File: config.mk
export PLATFORM = sky130hd
export DESIGN_NAME = fxa_cell
export DESIGN_NICKNAME = d
export VERILOG_FILES = /design/src/fxa_pkg.sv /design/src/fxa_cell.sv
export SDC_FILE = /design/constraint.sdc
export NUM_CORES = 1
export LEC_CHECK = 0
export ABC_AREA = 0
export BUFFER_PORTS_ARGS = -buffer_cell sky130_fd_sc_hd__buf_2
export CAP_MARGIN = 25
export CORE_MARGIN = 10
export CORE_UTILIZATION = 60
export CTS_BUF_LIST = sky130_fd_sc_hd__clkbuf_4
export DETAILED_ROUTE_END_ITERATION = 6
export HOLD_SLACK_MARGIN = 0.15
export PLACE_DENSITY = 0.89
export SYNTH_ARGS = -nofsm -noshare
export SYNTH_HDL_FRONTEND = slang
export SYNTH_SLANG_ARGS = --single-unit
File: constraint.sdc
create_clock -name i_clk -period 9.1 [get_ports i_clk]
set_clock_uncertainty 0.2 [all_clocks]
set_input_delay 0.455 -clock i_clk [delete_from_list [all_inputs] [get_ports i_clk]]
set_output_delay 0.455 -clock i_clk [all_outputs]
set_load 0.1 [all_outputs]
File: src/fxa_pkg.sv
// Shared types and constants for the Q16.16 fixed-point arithmetic unit.
// No dependencies; used by fxa_prep, fxa_cell, the top level and the testbench.
`default_nettype none

package fxa_pkg;

    localparam int FRACTION_BITS = 16;
    localparam int WORD_W        = 32;
    localparam int XW            = WORD_W + FRACTION_BITS;
    localparam int NUM_CELLS     = XW;
    localparam int MUL_STEPS     = WORD_W;

    localparam int EXP_W         = 8;
    localparam int MANT_W        = 23;
    localparam int EXP_BIAS      = 127;
    localparam int CVT_SH_W      = 10;
    localparam int CVT_OFFSET    = EXP_BIAS + MANT_W - FRACTION_BITS;

    typedef enum logic [1:0] {
        CMD_MUL = 2'd0,
        CMD_DIV = 2'd1,
        CMD_CVT = 2'd2,
        CMD_ABS = 2'd3
    } t_cmd;

    typedef struct packed {
        t_cmd                cmd;
        logic                neg;
        logic                dbz;
        logic [XW-1:0]       x;
        logic [WORD_W:0]     acc;
        logic [WORD_W-1:0]   m;
    } t_cell;

endpackage

`default_nettype wire

File: src/fxa_cell.sv
// One cell of the arithmetic chain: one shift-add multiply step (when enabled),
// one restoring divide step or a pass-through per item. Depends on fxa_pkg.
`default_nettype none

module fxa_cell (
    input  wire                   i_clk,
    input  wire                   i_rst_n,
    input  wire                   i_en,
    input  wire                   i_mul_en,
    input  wire                   i_valid,
    input  fxa_pkg::t_cell        i_data,
    output logic                  o_valid,
    output fxa_pkg::t_cell        o_data
);

    logic                          r_valid;
    fxa_pkg::t_cell                r_data;
    fxa_pkg::t_cell                n_data;
    logic [fxa_pkg::WORD_W:0]      mul_sum;
    logic [fxa_pkg::WORD_W:0]      div_rem;
    logic [fxa_pkg::WORD_W+1:0]    div_diff;
    logic                          div_ge;

    assign mul_sum  = i_data.acc + (i_data.x[0] ? {1'b0, i_data.m} : '0);
    assign div_rem  = {i_data.acc[fxa_pkg::WORD_W-1:0], i_data.x[fxa_pkg::XW-1]};
    assign div_diff = {1'b0, div_rem} - {2'b00, i_data.m};
    assign div_ge   = ~div_diff[fxa_pkg::WORD_W+1];

    always_comb begin
        n_data = i_data;
        case (i_data.cmd)
            fxa_pkg::CMD_MUL: begin
                if (i_mul_en) begin
                    n_data.acc = {1'b0, mul_sum[fxa_pkg::WORD_W:1]};
                    n_data.x   = {i_data.x[fxa_pkg::XW-1:fxa_pkg::WORD_W], mul_sum[0],
                                  i_data.x[fxa_pkg::WORD_W-1:1]};
                end
            end
            fxa_pkg::CMD_DIV: begin
                n_data.acc = div_ge ? div_diff[fxa_pkg::WORD_W:0] : div_rem;
                n_data.x   = {i_data.x[fxa_pkg::XW-2:0], div_ge};
            end
            default: begin
                n_data = i_data;
            end
        endcase
    end

    always_ff @(posedge i_clk) begin
        if (!i_rst_n) begin
            r_valid <= 1'b0;
        end else if (i_en) begin
            r_valid <= i_valid;
        end
    end

    always_ff @(posedge i_clk) begin
        if (i_en) begin
            r_data <= n_data;
        end
    end

    assign o_valid = r_valid;
    assign o_data  = r_data;

endmodule

`default_nettype wire

* Word level (Yosys, flattened, before mapping)
Index checks and enable logic that the tools add are counted.
Word-level totals: register bits 118, logic and storage cells 16, bits of input ports 122, output and inout port bits 118
Cells by class: reduce and logical (&&, ||, !) cells 1, mux-type cells 4, bitwise gates (word level) 1, equal/unequal tests 1, $add $sub $neg 2
Operator list (count):
- $pmux 81 s2 | 1
- $mux 65 | 1
- $sub 33x32->34 | 1
- $add 33x32->33 | 1
- $mux 33 | 1
- $mux 32 | 1
- $eq 2x1->1 const B | 1
- $logic_not 2->1 | 1
- $not 1->1 | 1

* Longest topological paths before layout
depth in word-level cells 4, mapped depth 15, gate-level depth less buffers 14

* Worst setup path after synthesis
No wires, ideal clock.
path kind in2reg, start input port i_data[65] (netlist bit), end register r_data (netlist bit o_data[61]), data pin, path slack 5.460 ns, setup time 0.261 ns, buffers on the path 1, data required time 8.639 ns, arrival time 3.180 ns, stages 15, cells stage by stage clkbuf_1 > and2_1 > ha_1 > inv_1 > fa_1 > nand2b_1 > a21oi_1 > o21ai_1 > a31oi_1 > a2111oi_4 > o211ai_2 > a211oi_2 > o31ai_2 > xnor2_1 > a221o_1
RTL lines:
- start, declared | RTL line fxa_cell.sv:11 | input fxa_pkg::t_cell i_data,
- end signal, assigned | RTL line fxa_cell.sv:59 | r_data <= n_data;
- end, declared | RTL line fxa_cell.sv:17 | fxa_pkg::t_cell r_data;

==> key figures <==
Run status
  – Status: finished, final reports clean

Layout
  – Final Util: 81.5%
  – Final #Nets: 1567
  – Layout filler cell count: 869
  – Commonest non-fill, non-tap cell in the layout: buf_2
  – Layout cells sized above 1: 21.8%
  – Finished Layout Cells: 1582
  – Multi-input gate area: 5230 sq um
  – Register area: 3530 sq um
  – Most frequent cells in the layout: buf_2, dlygate4sd3_1, edfxtp_1
  – Syn-to-layout area delta: 34.1%

Synth
  – Asr flop ratio synth: 0%
  – Warnings, synthesis: 0
  – Synth Net Count: 1199
  – Distinct cells, synth: 84
  – #FFs+latches synth: 118
  – Mean area per synthesized cell: 9.07 sq um
  – Cells after Synth: 1011
  – Sequential fraction of the synthesis area: 38.5%
  – Primary FF master, synth: edfxtp_1
  – Number of synthesized flops with an enable pin: 117
  – Post-Syn Area: 9170 sq um

Drt
  – Initial detailed-routing violation count: 1608
  – Average vias per placed instance: 6.65
  – DRC violations left: 0
  – Final ANT Viol Nets: 0
  – Total wire length: 36200 um
  – Pre-antenna DRT Iters: 6
  – Total number of vias: 10.5k
  – WL/cell: 22.9 um

Die
  – IO Pins: 240
  – Die Y: 144 um
  – # rows: 45
  – Core ar.: 15100 sq um
  – DIE AREA: 20600 sq um
  – Initial core utilization: 60.8%
  – Die Width: 144 um

Global routing
  – First-pass GRT wire length: 55000 um
  – Initial antenna violation count: 2
  – Tot GR Track Use: 33.6%
  – Vias in the first global route: 10.1k
  – Total congestion overflow: 0
  – Largest net degree at the start of global routing: 87

Placed design
  – Port bufs: 239
  – Detailed placement HPWL: 22000 um
  – Final Wtd Congestion: 0.958
  – Post-Place Cells: 1396
  – Pre-CTS setup slack: 4.87 ns

Timing
  – Setup WS post-layout: 4.46 ns
  – Worst-Margin Slew: 0.765 ns
  – RSZ-0062 raised after global routing: no
  – Slew Viols, Final: 0
  – Post-route minimum period: 4.64 ns
  – Endpoints failing hold: 0
  – Final Cycle Share: 51.0%
  – Total negative slack: 0 ns
  – Worst rel slew slack: 49.0%
  – Hold_ws: 0.160 ns
  – Max Fclk: 216 MHz
  – Final setup vio count: 0

Clocking
  – Setup bufs post-CTS: 0
  – CTS tree: yes
  – Num CTS Buffers: 17
  – Clock root buffer: clkbuf_4
  – Longest Clk Path Bufs: 2
  – Worst-Skew Late Latency: 0.59 ns
  – CTS Sinks: 118
  – Clock transition at path regs: 0.13 ns
  – H-Tree Depth: 4

Setup path
  – CP max stage delay: 0.56 ns
  – WP data required: 9.36 ns
  – WS Path Type: in2reg
  – Crit path max-delay cell type: dlygate4sd3_1
  – Startpoint types: input pin
  – CP arrival: 4.90 ns
  – Max FO, Critical Path: 48
  – CP Capture Type: flop
  – Worst path cell trace: dlygate4sd3_1 -> buf_2 -> inv_1 -> ha_1 -> nor2b_1 -> o31a_1 -> o2111ai_1 -> o21ai_2 -> a21boi_1 -> a21boi_1 -> a41o_1 -> buf_4 -> nand2_1 -> a2111o_1 -> nand4_1 -> dlygate4sd3_1

Power and ir drop
  – Total power per unit cell area: 168 nW/um^2
  – P_leak: 5.45 nW
  – VDD IR-drop max: 0.0869 mV

Hold path
  – Hold Path Class: in2reg

Flow run
  – Max_cap viols: 0
==> flip-flops by register name, summed over array words and instances (netlist names) <==
register and cells:
o_valid 1, o_data 117
==> where the power goes <==
part,switching (W),internal [W]
clock,0.000249,0.000163
combinational,0.000705,0.000264
sequential,0.0000220,0.000662
total,0.000976,0.00109
==> cell type report <==
type                       count  area share (%)
antenna                        2          0.0407
clock buffer                  17            1.04
inverter                      50            1.53
sequential                   118            28.7
clock inverter                15            1.26
multi-input combinational    791            42.5
tap                          188            1.91
timing repair buffer         401            23.0
==> metal layers <==
layer | part of all wire [%] | track usage (%)
met5 | 0 | 0
met4 | 5.6 | 18.4
met3 | 13 | 10.3
met2 | 46 | 53.9
met1 | 35 | 39.5
==> metrics by stage <==
step	power [W]	area, sq um
after detailed placement	0.00156	10500
after global routing	0.00213	12300
after global placement	0.00154	10500
after CTS	0.00201	12300
final	0.00207	12300
after floorplan	0.00137	9170
==> Yosys cell counts, drive strengths merged, types with 10 or more instances <==
| cell | n | area share, % |
|---|---|---|
| nand3 | 15 | 0.82 |
| o21ai | 56 | 3.1 |
| nand4 | 10 | 0.68 |
| a31oi | 11 | 0.82 |
| and2 | 34 | 2.3 |
| nor2 | 70 | 2.9 |
| clkbuf | 40 | 1.6 |
| nand2 | 106 | 4.3 |
| and3 | 10 | 0.74 |
| xor2 | 20 | 1.9 |
| xnor2 | 24 | 2.3 |
| o21a | 10 | 0.82 |
| ha | 64 | 8.7 |
| edfxtp | 117 | 38 |
| o22ai | 77 | 5.3 |
| inv | 50 | 2.0 |
| a21oi | 106 | 5.8 |
| mux2i | 13 | 1.4 |
| nand2b | 12 | 0.82 |
| a21o | 28 | 2.3 |
| buf | 11 | 0.68 |
==> timing repair <==
item	in CTS	in global routing
endpoints found under the hold margin	140	0
hold buffers	151	0
resized for setup	0	0
==> critical path: cells and delay by family <==
| kind | cells | cell delay, ns |
|---|---|---|
| and+or+nand+nor | 3 | 0.55 |
| AOI/OAI and AO/OA | 7 | 1.78 |
| adders and majority gates | 1 | 0.27 |
| buffers and inverters | 5 | 1.83 |
==> kinds of logic after synthesis <==
logic type	after synthesis	share of synthesized area (%)
mux	15	1.66
compound gates	377	27.0
buf+inv	102	4.48
xor+xnor	44	4.20
flops	118	38.5
fa+ha+maj	66	9.17
simple gates	289	14.9
==> path summary, 6_finish.rpt <==
check	start	end	slack, ns	cells after the start
max	i_data[1]	o_data[63]	4.46	16
min	i_data[57]	o_data[57]	0.16	3
max reg2reg	o_valid	o_valid	7.60	3
min reg2reg	o_valid	o_valid	1.01	3
No activity file was read; power rests on OpenSTA's default activity.
