===== src/fxa_pkg.sv =====
// Shared types and constants for the Q16.16 fixed-point arithmetic unit.
// No dependencies; used by fxa_prep, fxa_cell, the top level and the testbench.
`default_nettype none

package fxa_pkg;

    localparam int FRACTION_BITS = 16;
    localparam int WORD_W        = 32;
    localparam int XW            = WORD_W + FRACTION_BITS;
    localparam int NUM_CELLS     = XW;
    localparam int MUL_STEPS     = WORD_W;

    localparam int EXP_W         = 8;
    localparam int MANT_W        = 23;
    localparam int EXP_BIAS      = 127;
    localparam int CVT_SH_W      = 10;
    localparam int CVT_OFFSET    = EXP_BIAS + MANT_W - FRACTION_BITS;

    typedef enum logic [1:0] {
        CMD_MUL = 2'd0,
        CMD_DIV = 2'd1,
        CMD_CVT = 2'd2,
        CMD_ABS = 2'd3
    } t_cmd;

    typedef struct packed {
        t_cmd                cmd;
        logic                neg;
        logic                dbz;
        logic [XW-1:0]       x;
        logic [WORD_W:0]     acc;
        logic [WORD_W-1:0]   m;
    } t_cell;

endpackage

`default_nettype wire


===== src/fxa_prep.sv =====
// Entry stage: operand magnitudes, sign, float-bits convert, cell seeding.
// Depends on fxa_pkg.
`default_nettype none

module fxa_prep (
    input  wire                   i_clk,
    input  wire                   i_rst_n,
    input  wire                   i_en,
    input  wire                   i_valid,
    input  wire  [1:0]            i_cmd,
    input  wire  [31:0]           i_a,
    input  wire  [31:0]           i_b,
    output logic                  o_valid,
    output fxa_pkg::t_cell        o_data
);

    logic                                  r_valid;
    fxa_pkg::t_cell                        r_data;
    fxa_pkg::t_cell                        n_data;
    fxa_pkg::t_cmd                         cmd;
    logic [fxa_pkg::WORD_W-1:0]            mag_a;
    logic [fxa_pkg::WORD_W-1:0]            mag_b;
    logic [fxa_pkg::WORD_W-1:0]            mant32;
    logic signed [fxa_pkg::CVT_SH_W-1:0]   cvt_sh;
    logic signed [fxa_pkg::CVT_SH_W-1:0]   cvt_nsh;
    logic [fxa_pkg::WORD_W-1:0]            cvt_val;

    assign cmd    = fxa_pkg::t_cmd'(i_cmd);
    assign mag_a  = i_a[fxa_pkg::WORD_W-1] ? (~i_a + 32'd1) : i_a;
    assign mag_b  = i_b[fxa_pkg::WORD_W-1] ? (~i_b + 32'd1) : i_b;
    assign mant32 = {{(fxa_pkg::WORD_W - fxa_pkg::MANT_W - 1){1'b0}}, 1'b1,
                     i_a[fxa_pkg::MANT_W-1:0]};
    assign cvt_sh = $signed({2'b00, i_a[fxa_pkg::MANT_W +: fxa_pkg::EXP_W]})
                    - $signed(fxa_pkg::CVT_SH_W'(fxa_pkg::CVT_OFFSET));
    assign cvt_nsh = -cvt_sh;

    always_comb begin
        if (i_a == 32'd0) begin
            cvt_val = '0;
        end else if (cvt_sh >= 10'sd32 || cvt_sh <= -10'sd32) begin
            cvt_val = '0;
        end else if (!cvt_sh[fxa_pkg::CVT_SH_W-1]) begin
            cvt_val = mant32 << cvt_sh[4:0];
        end else begin
            cvt_val = mant32 >> cvt_nsh[4:0];
        end
    end

    always_comb begin
        n_data.cmd = cmd;
        n_data.neg = i_a[fxa_pkg::WORD_W-1] ^ i_b[fxa_pkg::WORD_W-1];
        n_data.dbz = 1'b0;
        n_data.acc = '0;
        n_data.m   = mag_b;
        n_data.x   = {{fxa_pkg::FRACTION_BITS{1'b0}}, mag_a};
        case (cmd)
            fxa_pkg::CMD_MUL: begin
                n_data.m = mag_a;
                n_data.x = {{fxa_pkg::FRACTION_BITS{1'b0}}, mag_b};
            end
            fxa_pkg::CMD_DIV: begin
                n_data.dbz = (i_b == 32'd0);
                n_data.x   = {mag_a, {fxa_pkg::FRACTION_BITS{1'b0}}};
            end
            fxa_pkg::CMD_CVT: begin
                n_data.neg = i_a[fxa_pkg::WORD_W-1];
                n_data.x   = {{fxa_pkg::FRACTION_BITS{1'b0}}, cvt_val};
            end
            default: begin
                n_data.neg = 1'b0;
            end
        endcase
    end

    always_ff @(posedge i_clk) begin
        if (!i_rst_n) begin
            r_valid <= 1'b0;
        end else if (i_en) begin
            r_valid <= i_valid;
        end
    end

    always_ff @(posedge i_clk) begin
        if (i_en) begin
            r_data <= n_data;
        end
    end

    assign o_valid = r_valid;
    assign o_data  = r_data;

endmodule

`default_nettype wire


===== config.mk =====
export PLATFORM = sky130hd
export DESIGN_NAME = fxa_prep
export DESIGN_NICKNAME = d
export VERILOG_FILES = /design/src/fxa_pkg.sv /design/src/fxa_prep.sv
export SDC_FILE = /design/constraint.sdc
export NUM_CORES = 1
export LEC_CHECK = 0
export BUFFER_PORTS_ARGS = -buffer_cell sky130_fd_sc_hd__buf_2
export CORE_MARGIN = 2
export CORE_UTILIZATION = 57
export CTS_CLUSTER_DIAMETER = 60
export DETAILED_ROUTE_END_ITERATION = 6
export PLACE_DENSITY_LB_ADDON = 0.3
export SLEW_MARGIN = 10
export SYNTH_ARGS = -nofsm -noshare
export SYNTH_HDL_FRONTEND = slang
export SYNTH_SLANG_ARGS = --single-unit

===== constraint.sdc =====
create_clock -name i_clk -period 5.6 [get_ports i_clk]
set_clock_uncertainty 0.2 [all_clocks]
set_input_delay 1.12 -clock i_clk [delete_from_list [all_inputs] [get_ports i_clk]]
set_output_delay 1.12 -clock i_clk [all_outputs]
set_load 0.005 [all_outputs]

Word level (Yosys, flattened, before mapping)
Index checks and enable logic that the tools add are counted.
{"block": "op_classes", "n_reduce_logical": 5, "magnitude_cmp": 2, "bitwise_logic": 3, "n_eq_ne": 2, "n_mux": 8, "n_addsub": 4, "shift": 2}
{"cell": "two-way mux 32 bit", "count": 6}
{"cell": "case mux 48 bit (3 select lines)", "count": 1}
{"cell": "adder 32 x 1 -> 32 bit, second input constant", "count": 2}
{"cell": "logical NOT 32 bit", "count": 2}
{"cell": "NOT 32 bit", "count": 2}
{"cell": "<< shifter 24 x 5 -> 32 bit", "count": 1}
{"cell": ">> shifter 24 x 5 -> 32 bit", "count": 1}
{"cell": "greater-or-equal comparator 9 x 7 -> 1 bit, second input constant", "count": 1}
{"cell": "less-or-equal comparator 9 x 6 -> 1 bit, second input constant", "count": 1}
{"cell": "subtractor 8 x 8 -> 9 bit, second input constant", "count": 1}
{"cell": "negation 5 bit", "count": 1}
{"cell": "== test 2 x 1 -> 1 bit, second input constant", "count": 1}
{"cell": "== test 2 bit, second input constant", "count": 1}
{"cell": "logical NOT 2 bit", "count": 1}
{"cell": "case mux 1 bit (2 select lines)", "count": 1}
{"cell": "OR reduction 2 bit", "count": 1}
{"cell": "logical OR 1 bit", "count": 1}
{"cell": "bitwise XOR 1 bit", "count": 1}
{"block": "totals", "regBits": 85, "word_cells": 32, "output_inout_bits": 118}

Longest topological paths before layout
{"block": "depth", "ltp_word": 7, "ltp_mapped": 18}

Worst setup path after synthesis
OpenSTA, ideal clock, no wires.
{"block": "synth_timing", "path_type": "input port to flip-flop", "startpoint": "input i_a[24]", "endpoint": "register r_data, in the netlist o_data[74] (data pin)", "setup_slack_ns": 0.736, "n_path_buf": 8, "path_stages": 17, "arrival_ns": 4.383, "path_cell_list": "buf_2 buf_4 buf_2 inv_1 ha_1 buf_2 buf_6 inv_1 clkbuf_1 ha_1 clkbuf_1 clkbuf_1 mux4_2 mux2i_1 nand2_1 a32oi_1 o221ai_1"}
{"item": "start: declaration", "line": "fxa_prep.sv:11", "rtl": "input wire [31:0] i_a,"}
{"item": "end signal: assignment", "line": "fxa_prep.sv:85", "rtl": "r_data <= n_data;"}
{"item": "end: declaration", "line": "fxa_prep.sv:18", "rtl": "fxa_pkg::t_cell r_data;"}

==> flow_summary.toml <==
[outcome]
status = "finished clean"

[logic_synthesis]
synth_cell_types = 88
ys_async_sr_fraction_pct = 0
synth_area_leaders = "edfxtp_1, mux4_2, mux2i_1"
synth_flop_cell = "edfxtp_1"
ys_warn_count = 0
ys_ff_latch = 85
synth_edf_count = 84
syn_area_per_cell_um2 = 9.42
yosys.area.top_type_share_pct = 28.3
yosysMostFrequentCell = "edfxtp_1"
syn_inst = 947
synth_common_cells = "edfxtp_1, nor2_1, mux2i_1"
ys_seq_area_share_pct = 28.5
synth_top_area_cell = "edfxtp_1"
netlist_area_um2 = 8920

[sta]
drv_slew = 0
setup_viol = 0
fin_crit_sh_pct = 76.6
worst_slew_pin_slew_ns = 1.09
rsz0062_at_grt = "false"
tns_ns = 0
min_period_ns = 4.29
slew_headroom_pct = 27.6
fmax_mhz = 233
finalHoldViolations = 0

[worst_hold_path]
min_to = "o_valid"
hp-class = "reg -> reg"
hold_depth = 2
hp-start = "o_valid"

[cts]
worstSkewPairLatency_ns = 0.35
cts_buffers = 9
hold_buffers = 0
clock-sinks = 85
post_cts.repair.setup_buffers = 0
clockBufferDepth = 2
clk_pin_slew_ns = 0.07
cts_tree = "done"
cts-root-buf = "clkbuf_16"
h-tree-depth = 3
cts_resized = 0

[floorplan]
io_pins = 188
die_w_um = 129
core_area_um2 = 15300
die_y_um = 129
die_area_um2 = 16700
start_util_pct = 58.5
num_rows = 45

[setup_path]
slowest_delay_ns = 0.53
startpoint_type = "input port"
critPathCaptureType = "register"
critPathSlowestCell = "buf_4"
path_max_fanout = 53
rr_startpoint = "o_valid"
worst-path-buf-inv = 4
path_delay_family = "buffers and inverters"
r2r-end = "o_valid"
reg2reg_slack_ns = 4.81
worstPathArrival_ns = 4.18
worstSetupStartpoint = "i_a[24]"
critPathKind = "in -> reg"
ff2ff_path_depth = 2
required_ns = 5.49
crit_chain = "buf_2 -> buf_4 -> ha_1 -> ha_1 -> buf_4 -> clkinv_1 -> mux2_2 -> nor2_1 -> a2111oi_0 -> a311oi_1 -> o21ai_1"

[route]
wl_per_cell_um = 24.6
firstDrtPassIters = 5
detail-route-antenna-nets = 0
vias = 8442
routed_wl_um = 30800
drt_iter0_drc = 1278
route.detailed.drc = 0
vias_per_cell = 6.76

[global_route]
grt_max_degree = 56
grt_pass1_wl_um = 46000
overflow = 0
grt_pass1_vias = 7511
grtUsageTotal_pct = 37.0
antenna_found_initial = 0

[layout]
area_growth_pct = 9.55
fin_cells = 1249
antenna_cells = 0
nNetsFinal = 1112
layout-drive-gt1-share_pct = 26.8

[power]
power_density_nw_per_um2 = 230
ir_drop_mv = 0.174
p_leak_nw = 3.82

[place]
hpwl_um = 23300
dp_cells = 1233
place_congestion = 1.02
portBuffers = 154

[flow_run]
drv_cap = 0
[how the worst max path moves through the flow]
stage / to / cells after the start / slack (ns)
after floorplan: o_data[74] / 17 / 0.74
after global placement: o_data[67] / 11 / 1.11
after detailed placement: o_data[67] / 11 / 1.05
after CTS: o_data[67] / 11 / 1.42
after global routing: o_data[67] / 11 / 1.09
final: o_data[67] / 11 / 1.31
[registers in the layout, summed over array words and instances, names as in the netlist]
register and flops:
o_data 84, o_valid 1
[final cells by class]
class                      instances  area [um2]
multi-input combinational        745        5680
fill                            1327        5490
sequential                        85        2540
timing repair buffer             176         938
tap                              211         264
clock buffer                       9         225
inverter                          16        60.1
clock inverter                     7        57.6
[layer usage]
layer | track usage (%) | up-vias | routed length [um]
met5 | 0 | - | 0
met2 | 54.1 | 656 | 13300
li1 | - | 3723 | -
met1 | 54.9 | 3999 | 12700
met4 | 11.8 | 0 | 880
met3 | 8.01 | 64 | 3850
[through the flow]
step	total power, mW	worst slack, ns	utilization, %	hold slack [ns]	cell area, um2
floorplan	1.38	0.736	-	0.307	9040
global placement	1.66	1.11	62.2	0.303	9490
detailed placement	1.66	1.05	62.2	0.321	9490
CTS	2.23	1.42	64.0	0.336	9770
global route	2.34	1.09	64.0	0.391	9770
finish	2.25	1.31	64.0	0.332	9770
[kinds of logic after synthesis]
kind of cell	synth area share, %
mux	19.9
fa+ha+maj	1.26
other cells	0.0420
xor+xnor	6.86
compound gates	19.5
flops	28.5
simple gates	14.8
buf+inv	9.12
[power by group]
group,switching [mW],total [mW],internal [mW]
registers,0.0199,0.801,0.781
logic,0.539,0.876,0.337
clock network,0.262,0.569,0.307
total,0.821,2.25,1.43
[layout by cell type (no fill, tap or decap), drive strengths merged, types with 10 or more instances in the layout]
master / instances
mux4: 36
nor3: 28
inv: 19
a21oi: 53
nand2b: 10
conb: 33
nand2: 63
mux2: 21
o41ai: 16
o221ai: 13
nor2: 82
mux2i: 73
o211ai: 10
o21ai: 40
xnor2: 34
edfxtp: 84
o31ai: 20
or3: 13
buf: 176
nand3: 16
xor2: 32
[worst register-to-register path: cells and delay by family, from the launching register on]
kind	cells	cell delay, ns
multiplexers	1	0.12
flip-flops	1	0.31
AND/OR/NAND/NOR	1	0.06
Power figures use the tool's default switching activity.
